==> src/rtl/core/csmacd_pkg.sv <==
package csmacd_pkg;

   // Request operation codes.
   localparam logic [1:0] OP_TICK     = 2'd0;
   localparam logic [1:0] OP_SEND     = 2'd1;
   localparam logic [1:0] OP_OUTCOME  = 2'd2;
   localparam logic [1:0] OP_JAM_DONE = 2'd3;

   // Command codes.
   localparam logic [1:0] CMD_NONE  = 2'd0;
   localparam logic [1:0] CMD_START = 2'd1;
   localparam logic [1:0] CMD_JAM   = 2'd2;

   // Status codes.
   localparam logic [1:0] STS_NONE    = 2'd0;
   localparam logic [1:0] STS_SENT    = 2'd1;
   localparam logic [1:0] STS_DROPPED = 2'd2;
   localparam logic [1:0] STS_BUSY    = 2'd3;

   // Controller phases.
   localparam logic [2:0] PH_IDLE    = 3'd0;
   localparam logic [2:0] PH_WAIT    = 3'd1;
   localparam logic [2:0] PH_TX      = 3'd2;
   localparam logic [2:0] PH_JAM     = 3'd3;
   localparam logic [2:0] PH_BACKOFF = 3'd4;

   // Register indexes of the configuration port.
   localparam logic [1:0] REG_SLOT  = 2'd0;
   localparam logic [1:0] REG_GAP   = 2'd1;
   localparam logic [1:0] REG_RETRY = 2'd2;

   localparam logic [7:0] SLOT_RESET  = 8'd1;
   localparam logic [7:0] GAP_RESET   = 8'd1;
   localparam logic [4:0] RETRY_RESET = 5'd16;

   // Backoff exponent cap and jam timeout in ticks.
   localparam logic [4:0] BACKOFF_EXP_CAP   = 5'd10;
   localparam logic [6:0] JAM_TIMEOUT_TICKS = 7'd100;
   // Width of the random draw, which also bounds the slot mask.
   localparam logic [4:0] DRAW_BITS         = 5'd10;

   typedef struct packed {
      logic [7:0] slot_ticks;
      logic [7:0] gap_ticks;
      logic [4:0] retry_limit;
   } cfg_type;

   typedef struct packed {
      logic [1:0] op;
      logic       line_busy;
      logic       tx_failed;
      logic [9:0] random_draw;
   } req_payload_type;

   typedef struct packed {
      logic [1:0]  command;
      logic [1:0]  status;
      logic [2:0]  mac_state;
      logic [4:0]  attempt_count;
      logic        collision_seen;
      logic [31:0] collision_total;
      logic [31:0] sent_total;
      logic [31:0] dropped_total;
   } rsp_payload_type;

endpackage

==> src/rtl/core/csmacd_if.sv <==
// Request channel: one event for the controller.
interface csmacd_req_if;
   logic       valid;
   logic       ready;
   logic [1:0] op;
   logic       line_busy;
   logic       tx_failed;
   logic [9:0] random_draw;

   modport source (output valid, output op, output line_busy, output tx_failed,
                   output random_draw, input ready);
   modport sink (input valid, input op, input line_busy, input tx_failed,
                 input random_draw, output ready);
endinterface

// Result channel: command, status and counters after one request.
interface csmacd_rsp_if;
   logic        valid;
   logic        ready;
   logic [1:0]  command;
   logic [1:0]  status;
   logic [2:0]  mac_state;
   logic [4:0]  attempt_count;
   logic        collision_seen;
   logic [31:0] collision_total;
   logic [31:0] sent_total;
   logic [31:0] dropped_total;

   modport source (output valid, output command, output status, output mac_state,
                   output attempt_count, output collision_seen, output collision_total,
                   output sent_total, output dropped_total, input ready);
   modport sink (input valid, input command, input status, input mac_state,
                 input attempt_count, input collision_seen, input collision_total,
                 input sent_total, input dropped_total, output ready);
endinterface

==> src/rtl/core/csmacd_csr.sv <==
// Configuration registers behind an APB-style port.
module csmacd_csr (
   input  logic                 clock,
   input  logic                 reset,
   input  logic                 csr_psel,
   input  logic                 csr_penable,
   input  logic                 csr_pwrite,
   input  logic [3:0]           csr_paddr,
   input  logic [31:0]          csr_pwdata,
   output logic [31:0]          csr_prdata,
   output logic                 csr_pready,
   output csmacd_pkg::cfg_type  cfg
);

   csmacd_pkg::cfg_type cfg_ff;
   csmacd_pkg::cfg_type cfg_in;
   logic                wr_en;
   logic [1:0]          reg_index;

   assign csr_pready = 1'b1;
   assign reg_index  = csr_paddr[3:2];
   assign wr_en      = csr_psel && csr_penable && csr_pwrite && csr_pready;

   always_comb begin
      cfg_in = cfg_ff;
      if (wr_en) begin
         case (reg_index)
            csmacd_pkg::REG_SLOT:  cfg_in.slot_ticks  = csr_pwdata[7:0];
            csmacd_pkg::REG_GAP:   cfg_in.gap_ticks   = csr_pwdata[7:0];
            csmacd_pkg::REG_RETRY: cfg_in.retry_limit = csr_pwdata[4:0];
            default: ;
         endcase
      end
   end

   always_comb begin
      case (reg_index)
         csmacd_pkg::REG_SLOT:  csr_prdata = {24'd0, cfg_ff.slot_ticks};
         csmacd_pkg::REG_GAP:   csr_prdata = {24'd0, cfg_ff.gap_ticks};
         csmacd_pkg::REG_RETRY: csr_prdata = {27'd0, cfg_ff.retry_limit};
         default:               csr_prdata = 32'd0;
      endcase
   end

   always_ff @(posedge clock) begin
      if (reset) begin
         cfg_ff.slot_ticks  <= csmacd_pkg::SLOT_RESET;
         cfg_ff.gap_ticks   <= csmacd_pkg::GAP_RESET;
         cfg_ff.retry_limit <= csmacd_pkg::RETRY_RESET;
      end else begin
         cfg_ff <= cfg_in;
      end
   end

   assign cfg = cfg_ff;

endmodule

==> src/rtl/core/csmacd_core.sv <==
// Controller state and its update for one request.
module csmacd_core (
   input  logic                         clock,
   input  logic                         reset,
   input  csmacd_pkg::cfg_type          cfg,
   input  logic                         fire,
   input  csmacd_pkg::req_payload_type  item,
   output csmacd_pkg::rsp_payload_type  result
);

   logic [2:0]  phase_ff,    phase_in;
   logic        in_gap_ff,   in_gap_in;
   logic [4:0]  attempts_ff, attempts_in;
   logic [17:0] delay_ff,    delay_in;
   logic [6:0]  jam_ff,      jam_in;
   logic        collided_ff, collided_in;
   logic [31:0] coll_cnt_ff, coll_cnt_in;
   logic [31:0] sent_cnt_ff, sent_cnt_in;
   logic [31:0] drop_cnt_ff, drop_cnt_in;

   logic [1:0]  command;
   logic [1:0]  status;
   logic        start;
   logic        backoff_done;
   logic [4:0]  exp_k;
   logic [10:0] mask_wide;
   logic [9:0]  slot_mask;
   logic [17:0] backoff_ticks;

   // Slot choice for a collision: draw masked to 2^min(attempts,cap)-1 slots.
   always_comb begin
      exp_k = (attempts_ff < csmacd_pkg::BACKOFF_EXP_CAP) ?
              attempts_ff : csmacd_pkg::BACKOFF_EXP_CAP;
      mask_wide = (11'd1 << exp_k) - 11'd1;
      slot_mask = (exp_k >= csmacd_pkg::DRAW_BITS) ? 10'h3FF : mask_wide[9:0];
      backoff_ticks = {8'd0, item.random_draw & slot_mask} * {10'd0, cfg.slot_ticks};
   end

   always_comb begin
      phase_in     = phase_ff;
      in_gap_in    = in_gap_ff;
      attempts_in  = attempts_ff;
      delay_in     = delay_ff;
      jam_in       = jam_ff;
      collided_in  = collided_ff;
      coll_cnt_in  = coll_cnt_ff;
      sent_cnt_in  = sent_cnt_ff;
      drop_cnt_in  = drop_cnt_ff;
      command      = csmacd_pkg::CMD_NONE;
      status       = csmacd_pkg::STS_NONE;
      start        = 1'b0;
      backoff_done = 1'b0;

      case (item.op)
         csmacd_pkg::OP_TICK: begin
            if (phase_ff == csmacd_pkg::PH_WAIT) begin
               if (!in_gap_ff) begin
                  if (!item.line_busy) begin
                     in_gap_in = 1'b1;
                     delay_in  = {10'd0, cfg.gap_ticks};
                     start     = (cfg.gap_ticks == 8'd0);
                  end
               end else begin
                  if (delay_ff != 18'd0) begin
                     delay_in = delay_ff - 18'd1;
                  end
                  start = (delay_ff <= 18'd1);
               end
               if (start) begin
                  in_gap_in = 1'b0;
                  phase_in  = csmacd_pkg::PH_TX;
                  command   = csmacd_pkg::CMD_START;
               end
            end else if (phase_ff == csmacd_pkg::PH_JAM) begin
               jam_in = jam_ff + 7'd1;
               if (jam_in >= csmacd_pkg::JAM_TIMEOUT_TICKS) begin
                  // Jam timed out: enter backoff.
                  phase_in     = csmacd_pkg::PH_BACKOFF;
                  jam_in       = 7'd0;
                  backoff_done = (delay_ff == 18'd0);
               end
            end else if (phase_ff == csmacd_pkg::PH_BACKOFF) begin
               if (delay_ff != 18'd0) begin
                  delay_in = delay_ff - 18'd1;
               end
               backoff_done = (delay_ff <= 18'd1);
            end
         end
         csmacd_pkg::OP_SEND: begin
            if (phase_ff != csmacd_pkg::PH_IDLE) begin
               status = csmacd_pkg::STS_BUSY;
            end else begin
               attempts_in = 5'd0;
               collided_in = 1'b0;
               in_gap_in   = 1'b0;
               delay_in    = 18'd0;
               jam_in      = 7'd0;
               if (cfg.retry_limit == 5'd0) begin
                  drop_cnt_in = drop_cnt_ff + 32'd1;
                  status      = csmacd_pkg::STS_DROPPED;
               end else begin
                  phase_in = csmacd_pkg::PH_WAIT;
               end
            end
         end
         csmacd_pkg::OP_OUTCOME: begin
            if (phase_ff == csmacd_pkg::PH_TX) begin
               if (!item.tx_failed) begin
                  sent_cnt_in = sent_cnt_ff + 32'd1;
                  phase_in    = csmacd_pkg::PH_IDLE;
                  status      = csmacd_pkg::STS_SENT;
               end else begin
                  collided_in = 1'b1;
                  coll_cnt_in = coll_cnt_ff + 32'd1;
                  delay_in    = backoff_ticks;
                  if (attempts_ff != 5'd31) begin
                     attempts_in = attempts_ff + 5'd1;
                  end
                  jam_in   = 7'd0;
                  phase_in = csmacd_pkg::PH_JAM;
                  command  = csmacd_pkg::CMD_JAM;
               end
            end
         end
         csmacd_pkg::OP_JAM_DONE: begin
            if (phase_ff == csmacd_pkg::PH_JAM) begin
               phase_in     = csmacd_pkg::PH_BACKOFF;
               jam_in       = 7'd0;
               backoff_done = (delay_ff == 18'd0);
            end
         end
         default: ;
      endcase

      // End of backoff: drop the frame at the retry limit, else sense again.
      if (backoff_done) begin
         if (attempts_ff >= cfg.retry_limit) begin
            drop_cnt_in = drop_cnt_ff + 32'd1;
            phase_in    = csmacd_pkg::PH_IDLE;
            status      = csmacd_pkg::STS_DROPPED;
         end else begin
            phase_in  = csmacd_pkg::PH_WAIT;
            in_gap_in = 1'b0;
         end
      end
   end

   always_ff @(posedge clock) begin
      if (reset) begin
         phase_ff    <= csmacd_pkg::PH_IDLE;
         in_gap_ff   <= 1'b0;
         attempts_ff <= 5'd0;
         delay_ff    <= 18'd0;
         jam_ff      <= 7'd0;
         collided_ff <= 1'b0;
         coll_cnt_ff <= 32'd0;
         sent_cnt_ff <= 32'd0;
         drop_cnt_ff <= 32'd0;
      end else if (fire) begin
         phase_ff    <= phase_in;
         in_gap_ff   <= in_gap_in;
         attempts_ff <= attempts_in;
         delay_ff    <= delay_in;
         jam_ff      <= jam_in;
         collided_ff <= collided_in;
         coll_cnt_ff <= coll_cnt_in;
         sent_cnt_ff <= sent_cnt_in;
         drop_cnt_ff <= drop_cnt_in;
      end
   end

   always_comb begin
      result.command         = command;
      result.status          = status;
      result.mac_state       = phase_in;
      result.attempt_count   = attempts_in;
      result.collision_seen  = collided_in;
      result.collision_total = coll_cnt_in;
      result.sent_total      = sent_cnt_in;
      result.dropped_total   = drop_cnt_in;
   end

endmodule

==> src/rtl/core/csma_cd_transmit_controller.sv <==
// Channel   Direction  Handshake        Contents
// req_ch    in         valid / ready    op, line_busy, tx_failed, random_draw
// rsp_ch    out        valid / ready    command, status, mac_state, counters
// csr_*     in         APB-style write  slot_ticks, gap_ticks, retry_limit
//
// Every request passes an input register and a result register. A result is
// computed from the input register and offered on rsp_ch from the result
// register, and one request is taken every cycle while rsp_ch is not stalled;
// the state update for a request is combinational logic.
// Reset is synchronous and active high; it clears the controller state, the
// counters and the configuration registers to their defaults.
// A stalled result holds in the result register while the input register
// still takes one more request; req_ch.ready drops only when both are full.
module csma_cd_transmit_controller (
   input  logic         clock,
   input  logic         reset,
   csmacd_req_if.sink   req_ch,
   csmacd_rsp_if.source rsp_ch,
   input  logic         csr_psel,
   input  logic         csr_penable,
   input  logic         csr_pwrite,
   input  logic [3:0]   csr_paddr,
   input  logic [31:0]  csr_pwdata,
   output logic [31:0]  csr_prdata,
   output logic         csr_pready
);

   csmacd_pkg::cfg_type         cfg;
   csmacd_pkg::req_payload_type req_item;
   csmacd_pkg::req_payload_type in_item_ff;
   csmacd_pkg::rsp_payload_type result;
   csmacd_pkg::rsp_payload_type out_item_ff;

   logic in_valid_ff, in_valid_in;
   logic out_valid_ff, out_valid_in;
   logic out_free;
   logic fire;
   logic req_accept;

   csmacd_csr u_csr (
      .clock       (clock),
      .reset       (reset),
      .csr_psel    (csr_psel),
      .csr_penable (csr_penable),
      .csr_pwrite  (csr_pwrite),
      .csr_paddr   (csr_paddr),
      .csr_pwdata  (csr_pwdata),
      .csr_prdata  (csr_prdata),
      .csr_pready  (csr_pready),
      .cfg         (cfg)
   );

   // The result register is free when empty or being drained this cycle.
   assign out_free     = !out_valid_ff || rsp_ch.ready;
   // A request in the input register is processed when its result can move on.
   assign fire         = in_valid_ff && out_free;
   assign req_ch.ready = !in_valid_ff || out_free;
   assign req_accept   = req_ch.valid && req_ch.ready;

   always_comb begin
      req_item.op          = req_ch.op;
      req_item.line_busy   = req_ch.line_busy;
      req_item.tx_failed   = req_ch.tx_failed;
      req_item.random_draw = req_ch.random_draw;
   end

   csmacd_core u_core (
      .clock  (clock),
      .reset  (reset),
      .cfg    (cfg),
      .fire   (fire),
      .item   (in_item_ff),
      .result (result)
   );

   always_comb begin
      in_valid_in = in_valid_ff;
      if (req_accept) begin
         in_valid_in = 1'b1;
      end else if (fire) begin
         in_valid_in = 1'b0;
      end
      out_valid_in = out_valid_ff;
      if (fire) begin
         out_valid_in = 1'b1;
      end else if (rsp_ch.ready) begin
         out_valid_in = 1'b0;
      end
   end

   always_ff @(posedge clock) begin
      if (reset) begin
         in_valid_ff  <= 1'b0;
         out_valid_ff <= 1'b0;
      end else begin
         in_valid_ff  <= in_valid_in;
         out_valid_ff <= out_valid_in;
      end
   end

   always_ff @(posedge clock) begin
      if (req_accept) begin
         in_item_ff <= req_item;
      end
      if (fire) begin
         out_item_ff <= result;
      end
   end

   assign rsp_ch.valid           = out_valid_ff;
   assign rsp_ch.command         = out_item_ff.command;
   assign rsp_ch.status          = out_item_ff.status;
   assign rsp_ch.mac_state       = out_item_ff.mac_state;
   assign rsp_ch.attempt_count   = out_item_ff.attempt_count;
   assign rsp_ch.collision_seen  = out_item_ff.collision_seen;
   assign rsp_ch.collision_total = out_item_ff.collision_total;
   assign rsp_ch.sent_total      = out_item_ff.sent_total;
   assign rsp_ch.dropped_total   = out_item_ff.dropped_total;

endmodule

==> src/flat_wrapper.sv <==
// flat-port wrapper written by rule: the top's interface ports become plain ports
module csma_cd_transmit_controller_flat 
  (clock, reset, csr_psel, csr_penable, csr_pwrite, csr_paddr, csr_pwdata, csr_prdata, csr_pready, req_ch_valid, req_ch_op, req_ch_line_busy, req_ch_tx_failed, req_ch_random_draw, req_ch_ready, rsp_ch_valid, rsp_ch_command, rsp_ch_status, rsp_ch_mac_state, rsp_ch_attempt_count, rsp_ch_collision_seen, rsp_ch_collision_total, rsp_ch_sent_total, rsp_ch_dropped_total, rsp_ch_ready);
  csmacd_req_if req_ch_i ();
  csmacd_rsp_if rsp_ch_i ();
  input  logic clock;
  input  logic reset;
  input  logic csr_psel;
  input  logic csr_penable;
  input  logic csr_pwrite;
  input  logic [3:0] csr_paddr;
  input  logic [31:0] csr_pwdata;
  output logic [31:0] csr_prdata;
  output logic csr_pready;
  input wire logic [$bits(req_ch_i.valid)-1:0] req_ch_valid;
  input wire logic [$bits(req_ch_i.op)-1:0] req_ch_op;
  input wire logic [$bits(req_ch_i.line_busy)-1:0] req_ch_line_busy;
  input wire logic [$bits(req_ch_i.tx_failed)-1:0] req_ch_tx_failed;
  input wire logic [$bits(req_ch_i.random_draw)-1:0] req_ch_random_draw;
  output wire logic [$bits(req_ch_i.ready)-1:0] req_ch_ready;
  output wire logic [$bits(rsp_ch_i.valid)-1:0] rsp_ch_valid;
  output wire logic [$bits(rsp_ch_i.command)-1:0] rsp_ch_command;
  output wire logic [$bits(rsp_ch_i.status)-1:0] rsp_ch_status;
  output wire logic [$bits(rsp_ch_i.mac_state)-1:0] rsp_ch_mac_state;
  output wire logic [$bits(rsp_ch_i.attempt_count)-1:0] rsp_ch_attempt_count;
  output wire logic [$bits(rsp_ch_i.collision_seen)-1:0] rsp_ch_collision_seen;
  output wire logic [$bits(rsp_ch_i.collision_total)-1:0] rsp_ch_collision_total;
  output wire logic [$bits(rsp_ch_i.sent_total)-1:0] rsp_ch_sent_total;
  output wire logic [$bits(rsp_ch_i.dropped_total)-1:0] rsp_ch_dropped_total;
  input wire logic [$bits(rsp_ch_i.ready)-1:0] rsp_ch_ready;
  assign req_ch_i.valid = req_ch_valid;
  assign req_ch_i.op = req_ch_op;
  assign req_ch_i.line_busy = req_ch_line_busy;
  assign req_ch_i.tx_failed = req_ch_tx_failed;
  assign req_ch_i.random_draw = req_ch_random_draw;
  assign req_ch_ready = req_ch_i.ready;
  assign rsp_ch_valid = rsp_ch_i.valid;
  assign rsp_ch_command = rsp_ch_i.command;
  assign rsp_ch_status = rsp_ch_i.status;
  assign rsp_ch_mac_state = rsp_ch_i.mac_state;
  assign rsp_ch_attempt_count = rsp_ch_i.attempt_count;
  assign rsp_ch_collision_seen = rsp_ch_i.collision_seen;
  assign rsp_ch_collision_total = rsp_ch_i.collision_total;
  assign rsp_ch_sent_total = rsp_ch_i.sent_total;
  assign rsp_ch_dropped_total = rsp_ch_i.dropped_total;
  assign rsp_ch_i.ready = rsp_ch_ready;
  csma_cd_transmit_controller u_core (.clock(clock), .reset(reset), .req_ch(req_ch_i), .rsp_ch(rsp_ch_i), .csr_psel(csr_psel), .csr_penable(csr_penable), .csr_pwrite(csr_pwrite), .csr_paddr(csr_paddr), .csr_pwdata(csr_pwdata), .csr_prdata(csr_prdata), .csr_pready(csr_pready));
endmodule
==> config.mk <==
export PLATFORM = sky130hd
export DESIGN_NAME = csma_cd_transmit_controller_flat
export DESIGN_NICKNAME = d
export VERILOG_FILES = /design/src/rtl/core/csmacd_pkg.sv /design/src/rtl/core/csmacd_if.sv /design/src/rtl/core/csmacd_csr.sv /design/src/rtl/core/csmacd_core.sv /design/src/rtl/core/csma_cd_transmit_controller.sv /design/src/flat_wrapper.sv
export SDC_FILE = /design/constraint.sdc
export NUM_CORES = 1
export LEC_CHECK = 0
export ABC_AREA = 1
export BUFFER_PORTS_ARGS = -buffer_cell sky130_fd_sc_hd__buf_2
export CELL_PAD_IN_SITES_DETAIL_PLACEMENT = 1
export CELL_PAD_IN_SITES_GLOBAL_PLACEMENT = 2
export CORE_UTILIZATION = 31
export CTS_BUF_LIST = sky130_fd_sc_hd__clkbuf_16
export CTS_CLUSTER_DIAMETER = 200
export CTS_CLUSTER_SIZE = 14
export DETAILED_ROUTE_END_ITERATION = 16
export PLACE_DENSITY = 0.82
export SLEW_MARGIN = 20
export SYNTH_ARGS = -nofsm -noshare
export SYNTH_HDL_FRONTEND = slang
export SYNTH_SLANG_ARGS = --single-unit
==> constraint.sdc <==
create_clock -name clock -period 5.5 [get_ports clock]
set_input_delay 0.55 -clock clock [delete_from_list [all_inputs] [get_ports clock]]
set_output_delay 0.55 -clock clock [all_outputs]
set_load 0.02 [all_outputs]
==> reports/qor.txt <==
Initial core utilization -> 0.315
CP Depth -> 32
Gp weighted congestion -> 0.858
Port bufs -> 149
Initial antenna violation count -> 2
Synth Flop Type -> dfxtp_1
Cell taking the most area after synthesis -> edfxtp_1
R2R cell count -> 32
H-tree Lvls -> 1
Worst EP required -> 5.95 ns
Cell area after synthesis -> 17000 um^2
CTS Sinks -> 277
Drt first pass iters -> 4
WHS Path Cells -> 1
Post-placement cell count -> 3011
Status -> finished clean
Final-report hold violation count -> 0
Total grt overflow -> 0
CTS tree -> done
Power Dens Cells -> 252 nW/um^2
Slew @ Worst Pin -> 0.932 ns
Buf+Inv Stages, Crit Path -> 7
Commonest cells after routing, fill and taps aside -> nand2_1 (405), inv_1 (368), nor2_1 (172)
Iteration-0 DRC Markers -> 632
#FFs+latches synth -> 277
Final min period -> 5.29 ns
Critical path launch point type -> register
Critical path peak fanout -> 4
Rows -> 85
Max Slew Vio Count -> 0
Final wirelength -> 52700 um
Share of async-settable or async-resettable flops after synthesis -> 0
Die area -> 55700 um^2
Worst-skew pair later-pin latency -> 0.56 ns
Antenna diodes -> 0
Syn Inst Count -> 2179
Pre-CTS setup slack -> -0.426 ns
Setup CP Type -> reg -> reg
P_leak -> 9.00 nW
First-pass GRT wire length -> 84200 um
EDFF count, synth -> 123
Vias in the first global route -> 15.7k
Max cap viols -> 0
CP endpoint kind -> register
Worst-path clk slew -> 0.08 ns
Share of the synthesized area in the top cell type -> 0.218
Share of cells above drive strength 1 -> 0.152
Detailed Place HPWL -> 38800 um
Core ar. -> 53900 um^2
CP startpoint -> u_core.u_core.attempts_ff[4]
FF-to-FF End -> u_core.u_core.delay_ff[11]
Nets -> 2504
Worst EP arrival -> 5.74 ns
Residual DRC -> 0
Area Growth Syn to Fin -> 15.5%
Crit path capture -> u_core.u_core.delay_ff[11]
Total number of vias -> 15.0k
Top cells by area, synth -> edfxtp_1 (22%), dfxtp_1 (18%), nand2_1 (9.2%)
Vias per Instance -> 4.92
Hold Crit Start -> req_ch_tx_failed
Final Cycle Share -> 0.963
Root buffer selected by CTS -> clkbuf_16
Final WS setup -> 0.206 ns
Die H -> 236 um
CP most frequent cell -> fa_1
Worst Hold Class -> in -> reg
Final setup vio count -> 0
Maximum root-to-sink buffer count -> 3
Slowest cell on the critical path -> fa_1
Num CTS Buffers -> 23
Commonest non-fill, non-tap cell in the layout -> nand2_1
Setup TNS -> 0 ns
Final Non-Filler Cells -> 3057
Syn. warnings -> 0
R2R Setup Slk -> 0.21 ns
Worst-case clock skew -> 0.0287 ns
Peak per-stage delay on the critical path -> 0.54 ns
Syn Area/Cell -> 7.79 um^2
Largest net degree at the start of global routing -> 140
Max-slew headroom -> 0.378
Fmax -> 189 MHz
Unique masters post-synth -> 60
Die width -> 236 um
Drt wl/cell -> 17.2 um
Delay-heaviest family, CP -> adder cells
Register area share after synthesis -> 0.399
Peak supply drop -> 0.000217 V
R2R Path Start -> u_core.u_core.attempts_ff[4]
I/O Pins -> 201
ANT nets after route -> 0
GR Util All Layers -> 0.187
==> registers in the layout, summed over array words and instances (netlist names), 2 cells and up <==
| name | flops |
|---|---|
| u_core.u_core.sent_cnt_ff | 32 |
| u_core.rsp_ch.status | 2 |
| u_core.rsp_ch.command | 2 |
| u_core.rsp_ch.attempt_count | 5 |
| u_core.u_core.phase_ff | 3 |
| u_core.rsp_ch.mac_state | 3 |
| u_core.u_core.delay_ff | 18 |
| u_core.rsp_ch.collision_total | 32 |
| u_core.u_core.drop_cnt_ff | 32 |
| u_core.u_core.coll_cnt_ff | 32 |
| u_core.in_item_ff | 14 |
| u_core.u_core.jam_ff | 7 |
| u_core.u_csr.cfg | 21 |
| u_core.u_core.attempts_ff | 5 |
| u_core.rsp_ch.sent_total | 32 |
| u_core.rsp_ch.dropped_total | 32 |
==> stage by stage <==
step	instance area [um^2]	power (mW)	hold slack [ns]	utilization
2_1_floorplan	17100	3.05	0.455	-
3_3_place_gp	18600	3.35	0.468	0.345
3_5_place_dp	18600	3.38	0.479	0.345
4_1_cts	19400	4.98	0.143	0.359
5_1_grt	19600	5.20	0.151	0.364
6_report	19600	4.94	0.180	0.364
==> worst register-to-register path, delay by kind of cell (launching register included) <==
kind                     cells  cell delay (ns)
AO/OA/AOI/OAI                7             0.78
adder cells (fa/ha/maj)      6             2.32
buffers and inverters        7             0.59
flip-flops                   1             0.37
AND/OR/NAND/NOR             12             1.17
==> synth_stat cells (5+ instances only) <==
library cell,n
o31ai_1,6
a31oi_1,9
nand4_1,29
clkbuf_1,43
clkinv_1,10
fa_1,48
xnor2_1,7
nor3_1,33
nand2_1,415
nor2_2,14
nand3_1,128
ha_1,55
nand3_2,5
inv_2,9
edfxtp_1,123
o221ai_1,7
o22ai_1,5
o21ai_0,154
nor4_1,8
dfxtp_1,154
buf_1,6
o21ai_1,12
nor2_1,186
xor2_1,65
inv_1,360
nor3_2,5
o211ai_1,12
buf_4,27
a21oi_1,175
nand2_2,6
buf_6,5
==> where the power goes <==
group	switching (mW)	internal (mW)
registers	0.0950	2.28
logic	0.685	0.329
clock network	0.792	0.759
==> final cells by class <==
cell class                      count  area, um^2
Tap cell                          696         871
Multi-Input combinational cell   1460        8710
Sequential cell                   277        6780
Fill cell                        6488       34300
Clock inverter                     19        77.6
Inverter                          380        1440
Clock buffer                       23         576
Timing Repair Buffer              202        1160
==> per-layer routing <==
metal	vias to the layer above	wire, um	global-route usage
met3	68	2120	0.0283
met2	200	25400	0.326
li1	7354	-	-
met5	-	33	0
met4	4	1280	0.0505
met1	7400	23800	0.240
==> what timing repair did <==
| item | CTS | global route |
|---|---|---|
| resized for setup | 31 | 67 |
| buffers inserted | 0 | 4 |
| hold buffers | 0 | 0 |
| setup endpoints to repair | 10 | 10 |
| pin swaps | 9 | 44 |
| gates cloned | 0 | 0 |
==> logic make-up after synthesis <==
logic type	Yosys count	share of synthesized area
compound gates	403	0.129
xor+xnor	72	0.0371
fa+ha+maj	103	0.0971
buf+inv	465	0.111
flops	277	0.399
other cells	2	0.000442
simple gates	857	0.226
==> worst min path at each step <==
stage | end | slack (ns)
2_1_floorplan | u_core.u_core.jam_ff[6] | 0.45
3_3_place_gp | u_core.u_core.jam_ff[6] | 0.47
3_5_place_dp | u_core.u_core.jam_ff[6] | 0.48
4_1_cts | u_core.in_item_ff[10] | 0.14
5_1_grt | u_core.in_item_ff[10] | 0.15
6_report | u_core.in_item_ff[10] | 0.18
Note: power is estimated with default switching activity, not from simulation.
